**src/hw/rtl/time_sorted_event_queue_assert.svh**
```systemverilog
// Assertion macros for the event queue RTL.
// Depends on nothing; included by the top-level queue file, the only one that carries assertions.
`ifndef TIME_SORTED_EVENT_QUEUE_ASSERT_SVH
`define TIME_SORTED_EVENT_QUEUE_ASSERT_SVH

// The consequent must hold in the same cycle as the antecedent.
`define TSEQ_ASSERT_SAME(lbl, clk, rst_n, ante, cons) \
  lbl: assert property (@(posedge clk) disable iff (!rst_n) (ante) |-> (cons)) \
    else $error("event queue assertion failed");

// The consequent must hold in the cycle after the antecedent.
`define TSEQ_ASSERT_NEXT(lbl, clk, rst_n, ante, cons) \
  lbl: assert property (@(posedge clk) disable iff (!rst_n) (ante) |=> (cons)) \
    else $error("event queue assertion failed");

`endif

```
**src/hw/rtl/tseq_pkg.sv**
```systemverilog
// Types and codes shared by the event queue cells and the top level.
// Depends on nothing.
`timescale 1ns / 1ps

package tseq_pkg;

  localparam int TIME_W  = 16;
  localparam int JOB_W   = 16;
  localparam int FILL_W  = 5;

  typedef enum logic {
    OP_INSERT = 1'b0,
    OP_POP    = 1'b1
  } opcode_t;

  typedef enum logic [1:0] {
    ST_DONE  = 2'd0,
    ST_EMPTY = 2'd1,
    ST_FULL  = 2'd2
  } status_t;

  typedef struct packed {
    logic              kind;
    logic [TIME_W-1:0] time_stamp;
    logic [JOB_W-1:0]  job;
  } entry_t;

  typedef struct packed {
    logic ins_en;
    logic pop_en;
  } cell_ctrl_t;

endpackage

```
**src/hw/rtl/tseq_cell.sv**
```systemverilog
// One slot of the sorted shift-register queue.
// Depends on tseq_pkg for the entry and control types.
`timescale 1ns / 1ps

module tseq_cell
  import tseq_pkg::*;
(
  input  logic       clk,
  input  cell_ctrl_t ctrl,
  input  logic       occupied,
  input  entry_t     new_entry,
  input  entry_t     prev_entry,
  input  logic       prev_take,
  input  entry_t     next_entry,
  output entry_t     entry,
  output logic       take
);

  entry_t entry_r;
  entry_t entry_nxt;

  // A free slot or a later timestamp marks the slot as at or past the
  // insert point; equal times stay put so arrival order is kept.
  assign take = !occupied || (entry_r.time_stamp > new_entry.time_stamp);

  always_comb begin
    entry_nxt = entry_r;
    if (ctrl.pop_en) begin
      entry_nxt = next_entry;
    end else if (ctrl.ins_en) begin
      if (prev_take) begin
        entry_nxt = prev_entry;
      end else if (take) begin
        entry_nxt = new_entry;
      end
    end
  end

  always_ff @(posedge clk) begin
    entry_r <= entry_nxt;
  end

  assign entry = entry_r;

endmodule

```
**src/hw/rtl/time_sorted_event_queue.sv**
```systemverilog
// A result strobe follows in the cycle after each accepted transaction.
// Throughput: one insert or pop per cycle; busy stays low, since every slot
// compares against the new time in parallel and shifts in the same cycle.
// Reset (synchronous, active low) empties the queue by clearing the count;
// slot contents are left as they are. The receiver cannot stall the results.
`timescale 1ns / 1ps

module time_sorted_event_queue
  import tseq_pkg::*;
#(
  parameter int QUEUE_DEPTH = 16
) (
  input  logic              clk,
  input  logic              rst_n,
  input  logic              start,
  output logic              busy,
  input  logic              in_opcode,
  input  logic              in_event_kind,
  input  logic [TIME_W-1:0] in_event_time,
  input  logic [JOB_W-1:0]  in_job_id,
  output logic              out_valid,
  output logic [1:0]        out_status,
  output logic              out_kind,
  output logic [TIME_W-1:0] out_time,
  output logic [JOB_W-1:0]  out_job_id,
  output logic [FILL_W-1:0] out_fill_level
);

`include "time_sorted_event_queue_assert.svh"

  localparam int CW = $clog2(QUEUE_DEPTH + 1);
  localparam logic [CW-1:0] DEPTH_C = CW'(QUEUE_DEPTH);

  logic          accept;
  logic          is_insert;
  logic          is_pop;
  logic          full;
  logic          empty;
  cell_ctrl_t    ctrl;
  entry_t        new_entry;
  entry_t        cell_entry [QUEUE_DEPTH];
  logic          cell_take  [QUEUE_DEPTH];

  logic [CW-1:0] count_r, count_nxt;
  logic          out_valid_r, out_valid_nxt;
  status_t       out_status_r, out_status_nxt;
  entry_t        out_entry_r, out_entry_nxt;

  assign busy      = 1'b0;
  assign accept    = start && !busy;
  assign is_insert = (opcode_t'(in_opcode) == OP_INSERT);
  assign is_pop    = (opcode_t'(in_opcode) == OP_POP);
  assign full      = (count_r == DEPTH_C);
  assign empty     = (count_r == '0);

  assign new_entry.kind       = in_event_kind;
  assign new_entry.time_stamp = in_event_time;
  assign new_entry.job        = in_job_id;

  assign ctrl.ins_en = accept && is_insert && !full;
  assign ctrl.pop_en = accept && is_pop && !empty;

  for (genvar i = 0; i < QUEUE_DEPTH; i++) begin : g_cell
    entry_t prev_e;
    entry_t next_e;
    logic   prev_t;

    if (i == 0) begin : g_first
      assign prev_e = new_entry;
      assign prev_t = 1'b0;
    end else begin : g_mid
      assign prev_e = cell_entry[i-1];
      assign prev_t = cell_take[i-1];
    end

    if (i == QUEUE_DEPTH - 1) begin : g_last
      assign next_e = cell_entry[i];
    end else begin : g_inner
      assign next_e = cell_entry[i+1];
    end

    tseq_cell u_cell (
      .clk        (clk),
      .ctrl       (ctrl),
      .occupied   (CW'(i) < count_r),
      .new_entry  (new_entry),
      .prev_entry (prev_e),
      .prev_take  (prev_t),
      .next_entry (next_e),
      .entry      (cell_entry[i]),
      .take       (cell_take[i])
    );
  end

  always_comb begin
    count_nxt      = count_r;
    out_valid_nxt  = accept;
    out_status_nxt = out_status_r;
    out_entry_nxt  = out_entry_r;
    if (accept) begin
      out_status_nxt = ST_DONE;
      out_entry_nxt  = '0;
      if (is_insert) begin
        if (full) begin
          out_status_nxt = ST_FULL;
        end else begin
          count_nxt = count_r + CW'(1);
        end
      end else begin
        if (empty) begin
          out_status_nxt = ST_EMPTY;
        end else begin
          count_nxt     = count_r - CW'(1);
          out_entry_nxt = cell_entry[0];
        end
      end
    end
  end

  always_ff @(posedge clk) begin
    if (!rst_n) begin
      count_r     <= '0;
      out_valid_r <= 1'b0;
    end else begin
      count_r     <= count_nxt;
      out_valid_r <= out_valid_nxt;
    end
    out_status_r <= out_status_nxt;
    out_entry_r  <= out_entry_nxt;
  end

  assign out_valid  = out_valid_r;
  assign out_status = out_status_r;
  assign out_kind   = out_entry_r.kind;
  assign out_time   = out_entry_r.time_stamp;
  assign out_job_id = out_entry_r.job;

  if (CW >= FILL_W) begin : g_fill_trunc
    assign out_fill_level = count_r[FILL_W-1:0];
  end else begin : g_fill_ext
    assign out_fill_level = {{(FILL_W-CW){1'b0}}, count_r};
  end

  `TSEQ_ASSERT_NEXT(a_strobe, clk, rst_n, accept, out_valid)
  `TSEQ_ASSERT_NEXT(a_no_strobe, clk, rst_n, !accept, !out_valid)
  `TSEQ_ASSERT_SAME(a_count_bound, clk, rst_n, 1'b1, count_r <= DEPTH_C)
  `TSEQ_ASSERT_NEXT(a_full_drop, clk, rst_n, accept && is_insert && full,
                    (out_status == ST_FULL) && $stable(count_r))
  `TSEQ_ASSERT_SAME(a_zero_fields, clk, rst_n, out_valid && (out_status != ST_DONE),
                    (out_time == '0) && (out_job_id == '0) && !out_kind)

endmodule

```
**config.mk**
```make
export PLATFORM = sky130hd
export DESIGN_NAME = time_sorted_event_queue
export DESIGN_NICKNAME = d
export VERILOG_FILES = /design/src/hw/rtl/tseq_pkg.sv /design/src/hw/rtl/tseq_cell.sv /design/src/hw/rtl/time_sorted_event_queue.sv
export VERILOG_INCLUDE_DIRS = /design/src /design/src/hw/rtl
export SDC_FILE = /design/constraint.sdc
export NUM_CORES = 1
export LEC_CHECK = 0
export ABC_CLOCK_PERIOD_IN_PS = 9800
export BUFFER_PORTS_ARGS = -buffer_cell sky130_fd_sc_hd__buf_2
export CAP_MARGIN = 20
export CELL_PAD_IN_SITES_DETAIL_PLACEMENT = 1
export CELL_PAD_IN_SITES_GLOBAL_PLACEMENT = 2
export CORE_ASPECT_RATIO = 1.5
export CORE_UTILIZATION = 43
export DETAILED_ROUTE_END_ITERATION = 8
export PLACE_DENSITY = 0.89
export SETUP_SLACK_MARGIN = 0.1
export SYNTH_ARGS = -nofsm -noshare
export SYNTH_HDL_FRONTEND = slang
export SYNTH_SLANG_ARGS = --single-unit
export TNS_END_PERCENT = 100
```
**constraint.sdc**
```tcl
create_clock -name clk -period 9.8 [get_ports clk]
set_clock_uncertainty 0.05 [all_clocks]
set_input_delay 1.96 -clock clk [delete_from_list [all_inputs] [get_ports clk]]
set_output_delay 1.96 -clock clk [all_outputs]
set_load 0.02 [all_outputs]
```
==> flow_summary.ini, run 1 <==
[logic_synthesis]
ys_seq_area_frac = 0.4020
synth_edf_count = 563
syn_area_mm2 = 0.04235
yosys.area.top_type_share = 0.3992
synth_area_per_cell_um2 = 8.269
ys_types = 63
yosys_warnings = 0
async_flop_share = 0
yosys.area.top_type = edfxtp_1
synth_area_leaders = edfxtp_1, nor3_1, o21ai_0
synthTopCellsByCount = nor3_1, o21ai_0, nor2_1, edfxtp_1, clkbuf_1
synth_ff_type = edfxtp_1
synth_cells = 5122
synth_nets = 5418
ys_ff_latch = 569
synth.most_common_cell = nor3_1

[sta]
finalHoldViolCount = 0
min_period_ns = 6.184
fmax_mhz = 161.7
slew_violations = 0
finalSetupViolCount = 0
setup_tns_ns = 0
finalCritPeriodShare = 0.6310
worst_slew_pin_slew_ns = 1.091
slew_headroom = 0.2725
rsz0062_at_grt = false

[setup_path]
slowest_delay_ns = 0.67
path_delay_family = buffers and inverters
startpoint_type = input port
path_cells = buf_2, inv_1, ha_1, nand4_1, or3_1, a21oi_1, nor3b_2, buf_4, o21bai_1, a41oi_4, buf_4
required_ns = 10.10
cp_slowest_cell = inv_1
crit_type = in2reg
worst-path-buf-inv = 4
path_max_fanout = 67
cp-end-kind = flop
crit_arrival_ns = 6.48
critPathMostFrequentCell = buf_4

[floorplan]
ioPinCount = 79
core_mm2 = 0.09739
die_w_um = 258.2
die_h_um = 386.4
die_area_mm2 = 0.09978
start_util = 0.4349
fp-row-count = 140

[route]
drtAntennaViolNets = 0
drc = 0
drt-initial-drc-count = 2933
vias_per_cell = 6.624
dr.pass1.iters = 5
drt-total-wl_um = 155900
via_count = 40830
wl_per_cell_um = 25.30

[clock_tree]
cts_resized = 0
numCtsBuffers = 61
cts_sinks = 569
post_cts_buffers = 0
cts-root-buf = clkbuf_16
postCtsHoldBufs = 0
clkSlewWorstSetupHoldPaths_ns = 0.06
cts_tree = built
clockBufferDepth = 3
clk_latency_ns = 0.70
h-tree-depth = 2

[global_route]
grt_pass1_wl_um = 243800
grt_usage = 0.3073
grt_overflow = 0
grt_max_degree = 217
antenna_found_initial = 6
grt_pass1_vias = 42380

[run_status]
outcome = completed

[power_and_ir_drop]
ir_drop_uv = 200.2
powerDensity_mw_per_mm2 = 327.7
p_int_w = 0.008098
p_sw_w = 0.006756
p_sw_frac = 0.4548
clock_power_share = 0.171
power_frac_comb = 0.458
total_power_w = 0.01485
pwr-share-seq = 0.371
power_leakage_nw = 14.99

[layout]
syn_to_final_growth_pct = 7.046
drive_gt1_frac = 0.07886
fin_nets = 5128
seqCellArea_mm2 = 0.01703
num-fill-cells = 11560
multi_input_area_mm2 = 0.02311

[min_path]
hold_path_class = reg2reg

[flow_run]
cap_violations = 0

[placed_design]
hpwl_um = 110800
place.gp.congestion = 0.8874
numPortBuffers = 77
==> flip-flops by register name, indices dropped and copies added, names as in the netlist <==
signal and cells:
out_time 16, out_valid 1, out_job_id 16, out_kind 1
out_fill_level 5, out_status 2, g_cell.u_cell.entry 528
==> worst register-to-register path: stages, from the launching register on <==
cell and delay, ns:
dfxtp_1 0.62, nor3_4 0.94, nand2_1 0.40, nand3_4 0.47, buf_4 0.81, buf_4 0.93
o21ai_0 0.32, o21ai_0 0.14, a211oi_1 0.08
==> stage by stage <==
step	hold WS (ns)	utilization	cell area, um2	cells	setup slack [ns]
floorplan	0.4861	-	42350	5122	2.946
global placement	0.5096	0.4439	43230	6046	3.089
global route	0.5465	0.4655	45340	6164	3.496
detailed placement	0.5222	0.4439	43230	6046	3.001
CTS	0.5379	0.4651	45300	6159	3.693
finish	0.5384	0.4655	45340	6164	3.616
==> final timing paths <==
path | cells after the start | from | slack [ns] | endpoint
worst min-delay path | 1 | g_cell[14].u_cell.entry[12] | 0.54 | g_cell[15].u_cell.entry[12]
worst max-delay path | 11 | in_event_time[15] | 3.62 | g_cell[1].u_cell.entry[10]
worst max register to register | 8 | out_fill_level[2] | 4.74 | g_cell[10].u_cell.entry[0]
worst min register to register | 1 | g_cell[14].u_cell.entry[12] | 0.54 | g_cell[15].u_cell.entry[12]
==> kinds of logic (layout without fill, tap and decap cells) <==
family / after synthesis / count (layout) / share of synthesized area
compound gates: 1275 / 1275 / 0.1812
xor+xnor: 6 / 6 / 0.001241
fa+ha+maj: 259 / 259 / 0.07652
buf+inv: 592 / 352 / 0.06098
flops: 569 / 569 / 0.4020
mux: 34 / 34 / 0.009011
other cells: 1 / 5 / 0.00008854
simple gates: 2386 / 2386 / 0.2690
==> routing by layer <==
layer  vias to the layer above  track usage  part of all wire
met5                         -            0                 0
met1                     20480       0.3398              0.39
li1                      18800            -                 -
met4                         0       0.1611             0.050
met3                       452      0.02526             0.032
met2                      1091       0.5810              0.53
==> final cells by class <==
cell class / instances / share of cell area
Clock inverter: 41 / 0.01101
Timing Repair Buffer: 203 / 0.03063
Tap cell: 1278 / 0.03527
Clock buffer: 72 / 0.03458
Sequential cell: 569 / 0.3756
Inverter: 36 / 0.002981
Multi-Input combinational cell: 3961 / 0.5097
Antenna cell: 4 / 0.0002208
==> power groups by stage <==
stage	clock, W	combinational (W)	sequential, W
2_1_floorplan	0	0.00482	0.00504
5_1_grt	0.00264	0.00750	0.00564
3_5_place_dp	0	0.00669	0.00555
6_report	0.00254	0.00680	0.00552
4_1_cts	0.00258	0.00674	0.00550
3_3_place_gp	0	0.00645	0.00551
==> cells in the final DEF (no fill, tap or decap), types with 10 or more instances in the layout <==
cell	instances
a2111oi_0	179
a211oi_1	102
a21o_1	13
a21oi_1	107
a221oi_1	10
and3_1	42
buf_2	77
buf_4	122
bufinv_16	11
clkbuf_1	11
clkbuf_16	61
clkinv_2	18
edfxtp_1	563
ha_1	259
inv_1	36
mux2_2	33
nand2_1	205
nand2b_1	11
nand3_1	26
nand4_1	70
nor2_1	570
nor2b_1	15
nor3_1	1288
o211ai_1	23
o21ai_0	717
o21ai_1	10
o22ai_1	63
or3_1	108
or4_1	10
Note: power is estimated with default switching activity, not from simulation.
==> run 2, diff against run 1 <==
Settings changed: ABC_CLOCK_PERIOD_IN_PS 9800 to 6100, CORE_UTILIZATION 43 to 40, PLACE_DENSITY 0.89 to 0.84.
Clock period 9.8 ns to 6.1 ns, I/O delays scaled along.
==> flow_summary.ini, run 2 (synthesis gave the netlist of run 1 again) <==
[run_status]
outcome = completed

[global_route]
grt_pass1_vias = 42100
grt_usage = 0.2911
antenna_found_initial = 9
grt_max_degree = 177
grt_pass1_wl_um = 245300
grt_overflow = 0

[floorplan]
ioPinCount = 79
core_mm2 = 0.1045
die_area_mm2 = 0.1072
fp-row-count = 145
start_util = 0.4053
die_w_um = 267.7
die_h_um = 400.5

[power_and_ir_drop]
ir_drop_uv = 273.6
powerDensity_mw_per_mm2 = 519.5
power_leakage_nw = 15.29

[sta]
finalHoldViolCount = 0
finalCritPeriodShare = 0.7886
setup_tns_ns = 0
min_period_ns = 4.811
worst_slew_pin_slew_ns = 1.084
fmax_mhz = 207.9
timing.hold.ws_ns = 0.5200
fin_ws_ns = 1.289
slew_violations = 0
finalSetupViolCount = 0
slew_headroom = 0.2755
rsz0062_at_grt = false

[clock_tree]
numCtsBuffers = 68
post_cts_buffers = 0
cts-root-buf = clkbuf_16
postCtsHoldBufs = 0
clkSlewWorstSetupHoldPaths_ns = 0.06
clockBufferDepth = 3
h-tree-depth = 3
cts_resized = 0
cts_tree = built
cts_sinks = 569
clk_latency_ns = 0.67

[route]
drtAntennaViolNets = 0
drc = 0
vias_per_cell = 6.414
via_count = 40770
wl_per_cell_um = 24.88
drt-initial-drc-count = 2834
drt-total-wl_um = 158100
dr.pass1.iters = 6

[setup_path]
crit_type = reg2reg
worst-path-buf-inv = 4
slowest_delay_ns = 0.90
startpoint_type = flop
required_ns = 6.46
path_cells = inv_1, ha_1, nand2_1, buf_4, nand3_4, buf_4, nand2_1, buf_12, nor3_1, a2111oi_0
cp_slowest_cell = dfxtp_1
cp-end-kind = flop
crit_arrival_ns = 5.17
path_delay_family = simple AND/OR/NAND/NOR gates
path_max_fanout = 48

[min_path]
hold_path_class = reg2reg

[flow_run]
cap_violations = 0

[layout]
fin_util = 0.4400
drive_gt1_frac = 0.08746
largest_reg_flops = 528
fin_nets = 5198
mostFrequentLayoutCells = nor3_1, o21ai_0, nor2_1
stdcell_area_mm2 = 0.04598
syn_to_final_growth_pct = 8.570
final_common_cell = nor3_1

[placed_design]
numPortBuffers = 77
hpwl_um = 115600
pre_cts_ws_ns = 1.004
place_area_mm2 = 0.04391
place.gp.congestion = 0.8818
-- run 2: per-stage QoR --
stage               instances  total power (W)
global placement         6228          0.01941
global route             6355          0.02541
finish                   6356          0.02389
detailed placement       6228          0.01981
CTS                      6347          0.02389
floorplan                5122          0.01584
-- run 2: path summary, 6_finish.rpt --
kind | from | end | slack [ns] | cells past startpoint
setup / recovery | out_fill_level[0] | g_cell[8].u_cell.entry[14] | 1.29 | 10
setup reg to reg | out_fill_level[0] | g_cell[8].u_cell.entry[14] | 1.29 | 10
hold / removal | g_cell[14].u_cell.entry[1] | g_cell[15].u_cell.entry[1] | 0.52 | 1
hold reg to reg | g_cell[14].u_cell.entry[1] | g_cell[15].u_cell.entry[1] | 0.52 | 1
-- run 2: layout make-up --
cell class / count / area, um2
antenna: 9 / 22.52
clock inverter: 34 / 259.0
tap: 1396 / 1747
sequential: 569 / 17030
clock buffer: 85 / 1787
multi-input combinational: 3961 / 23090
timing repair buffer: 266 / 1917
inverter: 36 / 135.1
fill: 12510 / 58520
-- run 2: power breakdown --
part | total, W | switching (W) | internal [W]
Clock | 0.00401 | 0.00181 | 0.00220
Combinational | 0.0111 | 0.00734 | 0.00379
Sequential | 0.00875 | 0.00171 | 0.00704
Total | 0.0239 | 0.0109 | 0.0130
-- run 2: metal layers --
| metal | vias up | part of all wire | routed length [um] | global-route usage |
|---|---|---|---|---|
| li1 | 18980 | - | - | - |
| met1 | 20450 | 0.39 | 62020 | 0.3270 |
| met2 | 976 | 0.53 | 83420 | 0.5351 |
| met3 | 371 | 0.031 | 4879 | 0.02499 |
| met4 | 2 | 0.049 | 7812 | 0.1592 |
| met5 | - | 0.000082 | 13 | 0 |
==> run 3, diff against run 2 <==
Settings changed: ABC_AREA set to 1, ABC_CLOCK_PERIOD_IN_PS 6100 to 4150, CORE_UTILIZATION 40 to 35, PLACE_DENSITY 0.84 to 0.8.
Clock period 6.1 ns to 4.15 ns, I/O delays scaled along.
==> flow_summary.ini, run 3 <==
[run_status]
outcome = finished, violations left
violations = slew limit

[power_and_ir_drop]
p_int_w = 0.01528
ir_drop_uv = 292.4
clock_power_share = 0.239
p_sw_frac = 0.3827
p_sw_w = 0.009471
powerDensity_mw_per_mm2 = 597.0
pwr-share-seq = 0.406
power_leakage_nw = 20.27
power_frac_comb = 0.356
total_power_w = 0.02475

[logic_synthesis]
async_flop_share = 0
yosys.area.top_type_share = 0.4555
synthTopCellsByCount = nand2_1, nand3_1, inv_1, edfxtp_1, ha_1
ys_types = 27
synth_area_leaders = edfxtp_1, nand2_1, nand3_1
synth_area_per_cell_um2 = 7.681
synth_ff_type = edfxtp_1
synth_edf_count = 563
yosys.area.top_type = edfxtp_1
synth.most_common_cell = nand2_1
synth_nets = 5128
ys_seq_area_frac = 0.4588
yosys_warnings = 0
ys_ff_latch = 569
synth_cells = 4832
syn_area_mm2 = 0.03711

[setup_path]
path_cells = inv_1, ha_1, nand2_1, nor2_2, nand2_1, nand2_4, buf_12, inv_8, buf_12, nand2_1, nand2_1
r2r_end = g_cell[14].u_cell.entry[6]
critical_path_depth = 11
cp-end-kind = flop
critPathMostFrequentCell = nand2_1
crit_arrival_ns = 3.93
crit_path_end = g_cell[14].u_cell.entry[6]
r2r_slack_ns = 0.57
crit_type = reg2reg
r2r-start = out_fill_level[1]
required_ns = 4.50
path_max_fanout = 239
path_delay_family = buffers and inverters
startpoint_type = flop
startpoint = out_fill_level[1]
reg2reg_depth = 11
slowest_delay_ns = 0.45
worst-path-buf-inv = 4
cp_slowest_cell = buf_12

[layout]
mostFrequentLayoutCells = nand2_1, nand3_1, inv_1
largest_reg_flops = 528
drive_gt1_frac = 0.06827
fin_nets = 5122
syn_to_final_growth_pct = 11.70
final_common_cell = nand2_1
fin_util = 0.3960
fin_cells = 6274
diodes = 0

[clock_tree]
cts_sinks = 569
postCtsHoldBufs = 0
post_cts_buffers = 0
numCtsBuffers = 60
cts-root-buf = clkbuf_16
clk_latency_ns = 0.67
h-tree-depth = 2
cts_resized = 0
cts_tree = built
clkSlewWorstSetupHoldPaths_ns = 0.07
clockBufferDepth = 3

[route]
vias_per_cell = 4.900
wl_per_cell_um = 17.68
drtAntennaViolNets = 0
drt-initial-drc-count = 1466
via_count = 30740
drc = 0
drt-total-wl_um = 110900
dr.pass1.iters = 7

[sta]
setup_tns_ns = 0
slew_violations = 91
worst_slew_pin_slew_ns = 1.571
finalSetupViolCount = 0
min_period_ns = 3.584
rsz0062_at_grt = false
finalHoldViolCount = 0
fmax_mhz = 279.0
finalCritPeriodShare = 0.8636
fin_ws_ns = 0.5661
slew_headroom = -0.04762

[global_route]
grt_overflow = 0
grt_usage = 0.2089
grt_pass1_vias = 33070
antenna_found_initial = 2
grt_pass1_wl_um = 180200
grt_max_degree = 240

[floorplan]
core_mm2 = 0.1047
start_util = 0.3545
die_h_um = 400.8
die_w_um = 267.9
fp-row-count = 145
ioPinCount = 79
die_area_mm2 = 0.1074

[flow_run]
cap_violations = 0

[placed_design]
numPortBuffers = 77
dp_cells = 6160
pre_cts_ws_ns = 0.2923
hpwl_um = 82570
place.gp.congestion = 0.7987

[min_path]
hold_path_class = in2reg
## run 3: power by group through the flow
stage / Combinational, W / Sequential, W / Clock, W
CTS: 0.00902 / 0.0101 / 0.00608
floorplan: 0.00634 / 0.00983 / 0
global placement: 0.00869 / 0.0101 / 0
finish: 0.00880 / 0.0100 / 0.00591
global route: 0.0103 / 0.0103 / 0.00624
detailed placement: 0.00895 / 0.0102 / 0
## run 3: cell type report
class	count	area, um2
clock buffer	92	1733
tap	1396	1747
timing repair buffer	214	1689
sequential	569	17030
multi-input combinational	3393	16690
clock inverter	22	361.6
inverter	588	2216
fill	12880	63220
## run 3: layer usage
metal	wire, um	share of wire	vias to the layer above	global-route usage
li1	-	-	15780	-
met1	46720	0.42	14560	0.2420
met2	59560	0.54	266	0.4029
met3	2184	0.020	133	0.01928
met4	2466	0.022	4	0.05123
met5	19	0.00017	-	0
## run 3: how the worst min path moves through the flow
| stage | startpoint | to | slack, ns | cells past startpoint |
|---|---|---|---|---|
| 6_report | in_job_id[6] | g_cell[0].u_cell.entry[6] | 0.41 | 3 |
| 5_1_grt | in_job_id[3] | g_cell[0].u_cell.entry[3] | 0.40 | 3 |
| 4_1_cts | in_job_id[2] | g_cell[0].u_cell.entry[2] | 0.37 | 3 |
| 3_5_place_dp | g_cell[15].u_cell.entry[2] | g_cell[14].u_cell.entry[2] | 0.46 | 2 |
| 3_3_place_gp | g_cell[15].u_cell.entry[5] | g_cell[14].u_cell.entry[5] | 0.45 | 2 |
| 2_1_floorplan | g_cell[15].u_cell.entry[10] | g_cell[14].u_cell.entry[10] | 0.44 | 2 |
## run 3: cell families after synthesis
family                     Yosys count  share of synthesized area
and+or+nand+nor                   2909                     0.3293
buffers and inverters              870                    0.09284
DFF                                569                     0.4588
adders and majority gates          259                    0.08731
AOI/OAI and AO/OA                  223                    0.03149
xor gates and xnor gates             1                  0.0002360
other                                1                  0.0001010
## run 3: metrics by stage
| stage | hold slack [ns] | instance area (um2) |
|---|---|---|
| 6_report | 0.4121 | 41460 |
| 5_1_grt | 0.3994 | 41460 |
| 4_1_cts | 0.3650 | 41460 |
| 3_5_place_dp | 0.4558 | 39360 |
| 3_3_place_gp | 0.4489 | 39360 |
| 2_1_floorplan | 0.4447 | 37140 |
## run 3: worst reg2reg max path: cells and delay by family, from the launching register on
family | cells | cell delay, ns
flip-flops | 1 | 0.39
AND/OR/NAND/NOR | 6 | 1.52
buffers and inverters | 4 | 1.12
adder cells (fa/ha/maj) | 1 | 0.23
